==> src/sv/sprite_store_transform_engine_unit_assert.svh <==
// ----------------------------------------------------------------------------
// Sprite store assertion macros
// Concurrent check wrappers; empty when synthesizing.
// ----------------------------------------------------------------------------
`ifndef SPRITE_STORE_TRANSFORM_ENGINE_UNIT_ASSERT_SVH
`define SPRITE_STORE_TRANSFORM_ENGINE_UNIT_ASSERT_SVH
`ifndef SYNTHESIS
`define SSTE_ASSERT_IMP(lbl, clk, rstn, a, b) \
    lbl: assert property (@(posedge clk) disable iff (!rstn) (a) |-> (b)) \
        else $error("sste assertion failed");
`define SSTE_ASSERT_NXT(lbl, clk, rstn, a, b) \
    lbl: assert property (@(posedge clk) disable iff (!rstn) (a) |=> (b)) \
        else $error("sste assertion failed");
`else
`define SSTE_ASSERT_IMP(lbl, clk, rstn, a, b)
`define SSTE_ASSERT_NXT(lbl, clk, rstn, a, b)
`endif
`endif

==> src/sv/sste_ram.sv <==
// ----------------------------------------------------------------------------
// Sprite store RAM
// Generic single write port, single read port RAM with registered read.
// ----------------------------------------------------------------------------
module sste_ram #(
    parameter int WIDTH = 8,
    parameter int DEPTH = 64,
    parameter int AW    = (DEPTH > 1) ? $clog2(DEPTH) : 1
) (
    input  logic             i_clk,
    input  logic             i_we,
    input  logic [AW-1:0]    i_waddr,
    input  logic [WIDTH-1:0] i_wdata,
    input  logic [AW-1:0]    i_raddr,
    output logic [WIDTH-1:0] o_rdata
);
    logic [WIDTH-1:0] r_mem [DEPTH];
    logic [WIDTH-1:0] r_rdata;

    always_ff @(posedge i_clk) begin
        if (i_we) begin
            r_mem[i_waddr] <= i_wdata;
        end
        r_rdata <= r_mem[i_raddr];
    end

    assign o_rdata = r_rdata;
endmodule

==> config.mk <==
export PLATFORM = sky130hd
export DESIGN_NAME = sste_ram
export DESIGN_NICKNAME = d
export VERILOG_FILES = /design/src/sv/sprite_store_transform_engine_unit_assert.svh /design/src/sv/sste_ram.sv
export SDC_FILE = /design/constraint.sdc
export NUM_CORES = 1
export LEC_CHECK = 0
export BUFFER_PORTS_ARGS = -buffer_cell sky130_fd_sc_hd__buf_2
export CORE_UTILIZATION = 59
export CTS_BUF_LIST = sky130_fd_sc_hd__clkbuf_4
export CTS_CLUSTER_DIAMETER = 60
export DETAILED_ROUTE_END_ITERATION = 10
export PLACE_DENSITY_LB_ADDON = 0.12
export SLEW_MARGIN = 0
export SYNTH_ARGS = -nofsm -noshare
export SYNTH_HDL_FRONTEND = slang
export SYNTH_SLANG_ARGS = --single-unit
==> constraint.sdc <==
create_clock -name i_clk -period 2 [get_ports i_clk]
set_input_delay 0.2 -clock i_clk [delete_from_list [all_inputs] [get_ports i_clk]]
set_output_delay 0.2 -clock i_clk [all_outputs]
set_load 0.02 [all_outputs]
==> flow_metrics.env <==
export IMPL_die_h_um=187
export IMPL_startpoint="r_mem[24][4]$_DFFE_PP_"
export IMPL_cp_max_fo=1
export IMPL_grt_max_degree=65
export IMPL_postLayoutCoreUtil_pct=70.4
export IMPL_antenna_found_initial=2
export IMPL_ir_worst_vdd_uv=641
export IMPL_num_rows=67
export IMPL_cts_tree="done"
export IMPL_crit_required_ns=2.65
export IMPL_clockPowerShare_pct=39.4
export IMPL_io_buffers=29
export IMPL_async_flop_share_pct=0
export IMPL_skew_ns=0.0369
export IMPL_core_area_sq_mm=0.0336
export IMPL_htree_levels=3
export IMPL_swShare_pct=21.6
export IMPL_layout_common_cells="512 x edfxtp_1, 176 x clkbuf_4, 135 x buf_4, 126 x mux4_2, 82 x nor2_1"
export IMPL_ys_seq_elements=520
export IMPL_cp_cell_sequence="mux4_2 > mux2_2 > o221a_2 > nor3_2 > o32ai_1"
export IMPL_fmax_mhz=515
export IMPL_drt_iter0_markers=919
export IMPL_status="completed"
export IMPL_initial_core_util_pct=60.0
export IMPL_p_leak_nw=7.92
export IMPL_period_needed_ns=1.94
export IMPL_cts_made_buffers=121
export IMPL_drc=0
export IMPL_area_delta_synth_final_pct=17.4
export IMPL_finalNetCount=1224
export IMPL_holdCritPathClass="input pin to register"
export IMPL_place_gp_congestion=0.897
export IMPL_synth_seq_area_share_pct=77.0
export IMPL_worst_slew_pin_slew_ns=0.678
export IMPL_synth_simple_area_share_pct=3.39
export IMPL_worst_hold_slack_ns=0.0900
export IMPL_cts_path_max_buffers=3
export IMPL_finalCritPeriodShare_pct=97.0
export IMPL_rsz0062_at_grt="yes"
export IMPL_post_cts_buffers=0
export IMPL_routed_wl_um=45200
export IMPL_p_per_area_mw_per_mm2=931
export IMPL_avgRoutedWirePerCell_um=25.8
export IMPL_final_common_cell="edfxtp_1"
export IMPL_synth_edf_count=512
export IMPL_io_pins=30
export IMPL_die_w_um=187
export IMPL_synth_compound_area_share_pct=2.07
export IMPL_grtUsageTotal_pct=26.9
export IMPL_maxSlewHeadroom_pct=54.8
export IMPL_yosys_warnings=0
export IMPL_multi_input_area_sq_mm=0.00433
export IMPL_seqCellArea_sq_mm=0.0155
export IMPL_final_max_slew_violation_count=0
export IMPL_setup_viol_count_final=0
export IMPL_crit_path_end="o_rdata[4]$_DFF_P_"
export IMPL_power_switching_mw=4.76
export IMPL_synth_top_area_share_pct=76.2
export IMPL_cp_start_kind="register"
export IMPL_cp_arrival_ns=2.59
export IMPL_end_kind="register"
export IMPL_dieArea_sq_mm=0.0349
export IMPL_reg2reg_to="o_rdata[4]$_DFF_P_"
export IMPL_syn_num_nets=962
export IMPL_clk_latency_ns=0.80
export IMPL_synth_mux_area_share_pct=15.9
export IMPL_grt_overflow=0
export IMPL_drt_first_pass_iters=5
export IMPL_postSynthCellCount=940
export IMPL_num_vias=10600
export IMPL_synthFlopType="edfxtp_1"
export IMPL_synthAdderAreaFrac_pct=0
export IMPL_r2r_slack_ns=0.06
export IMPL_clkSinkCount=520
export IMPL_dp_hpwl_um=29600
export IMPL_synth_xor_area_share_pct=0
export IMPL_drive_gt1_share_pct=39.3
export IMPL_synth_top_cell_by_area="edfxtp_1"
export IMPL_combPwrFrac_pct=5.7
export IMPL_syn_avg_cell_area_sq_um=21.5
export IMPL_final_fill_count=2070
export IMPL_ff2ff_path_depth=5
export IMPL_ys_top_cells_by_area="edfxtp_1 76%, mux4_2 14%, nor2_1 1.5%"
export IMPL_cp_slowest_cell="mux4_2"
export IMPL_rr_startpoint="r_mem[24][4]$_DFFE_PP_"
export IMPL_hold_viol_final=0
export IMPL_maxCapViolations=0
export IMPL_synth_top_family_by_area="multiplexers"
export IMPL_root_buffer="clkbuf_4"
export IMPL_synth_cell_types=40
export IMPL_slowest_delay_ns=0.48
export IMPL_syn_area_sq_mm=0.0202
export IMPL_critical_path_class="register to register"
export IMPL_viasPerCell=6.05
export IMPL_first_global_vias=11200
export IMPL_power_frac_seq_pct=54.8
export IMPL_p_int_mw=17.3
export IMPL_grt_pass1_wl_um=68100
export IMPL_dpl_worst_slack_ns=-0.315
export IMPL_clkTransAtPathRegs_ns=0.07
export IMPL_final_antenna_net_count=0
export IMPL_post_route_worst_setup_slack_ns=0.0595
-- critical path, delay by kind of cell, from the launching register on --
kind | cells | cell delay (ns)
compound gates | 2 | 0.41
simple gates | 1 | 0.27
mux | 2 | 0.77
flops | 1 | 0.38
-- cell usage after synthesis (all sizes together) (6+ instances only) --
master / count
edfxtp: 512
mux4: 126
nor2: 83
buf: 34
mux2i: 23
nand2: 19
clkbuf: 17
nor2b: 14
mux2: 13
nand3: 13
dfxtp: 8
o221ai: 8
o22ai: 8
nand2b: 7
nor3: 7
a221oi: 6
-- per-stage QoR --
| step | TNS [ns] | std cells | power, mW | instance area [sq um] |
|---|---|---|---|---|
| finish | 0 | 1749 | 22.0 | 23700 |
| global route | -0.0113 | 1748 | 22.8 | 23700 |
| CTS | 0 | 1747 | 22.3 | 23700 |
| detailed placement | -1.59 | 1516 | 13.6 | 21900 |
| global placement | -1.32 | 1516 | 13.5 | 21900 |
| floorplan | 0 | 940 | 13.0 | 20200 |
-- worst min-delay path by stage --
stage                            start                     end  slack, ns  cells past startpoint
floorplan                   i_wdata[0]   r_mem[0][0]$_DFFE_PP_       0.30                      0
global placement    o_rdata[2]$_DFF_P_              o_rdata[2]       0.62                      1
detailed placement  o_rdata[1]$_DFF_P_              o_rdata[1]       0.62                      1
CTS                         i_waddr[0]  r_mem[51][2]$_DFFE_PP_       0.01                      4
global route                i_wdata[6]  r_mem[10][6]$_DFFE_PP_       0.06                      2
finish                      i_wdata[6]  r_mem[10][6]$_DFFE_PP_       0.09                      2
-- power groups by stage --
stage | Combinational [mW] | Sequential (mW) | Clock [mW]
after floorplan | 0.643 | 12.3 | 0
after global placement | 1.21 | 12.3 | 0
after detailed placement | 1.25 | 12.3 | 0
after CTS | 1.27 | 12.1 | 8.90
after global routing | 1.35 | 12.1 | 9.41
final | 1.26 | 12.1 | 8.68
-- flip-flops by register name (all words and copies together) (netlist names) --
register,cells
o_rdata,8
r_mem,512
-- repair_timing --
action,CTS,global route
hold buffers,11,0
setup endpoints to repair,1,3
hold endpoints to repair,260,0
pin swaps,0,0
gates resized for setup,1,3
-- kinds of logic after synthesis --
kind of cell           count (synthesis)
AND/OR/NAND/NOR                      153
AO/OA/AOI/OAI                         54
buffers and inverters                 51
multiplexers                         162
flip-flops                           520
-- cell type report --
| type | count | share of cell area (%) |
|---|---|---|
| well taps | 448 | 2.37 |
| repair buffers | 190 | 6.79 |
| diodes | 2 | 0.0211 |
| clock buffers | 176 | 5.58 |
| multi-input cells | 369 | 18.3 |
| clock inverters | 44 | 1.29 |
| flip-flops and latches | 520 | 65.6 |
-- per-layer routing --
metal / GRT usage, % / wire length [um]
met1: 37.1 / 18300
met2: 42.1 / 21900
met3: 6.32 / 3610
met4: 11.0 / 1330
met5: 0 / 13
Power figures use the tool's default switching activity.
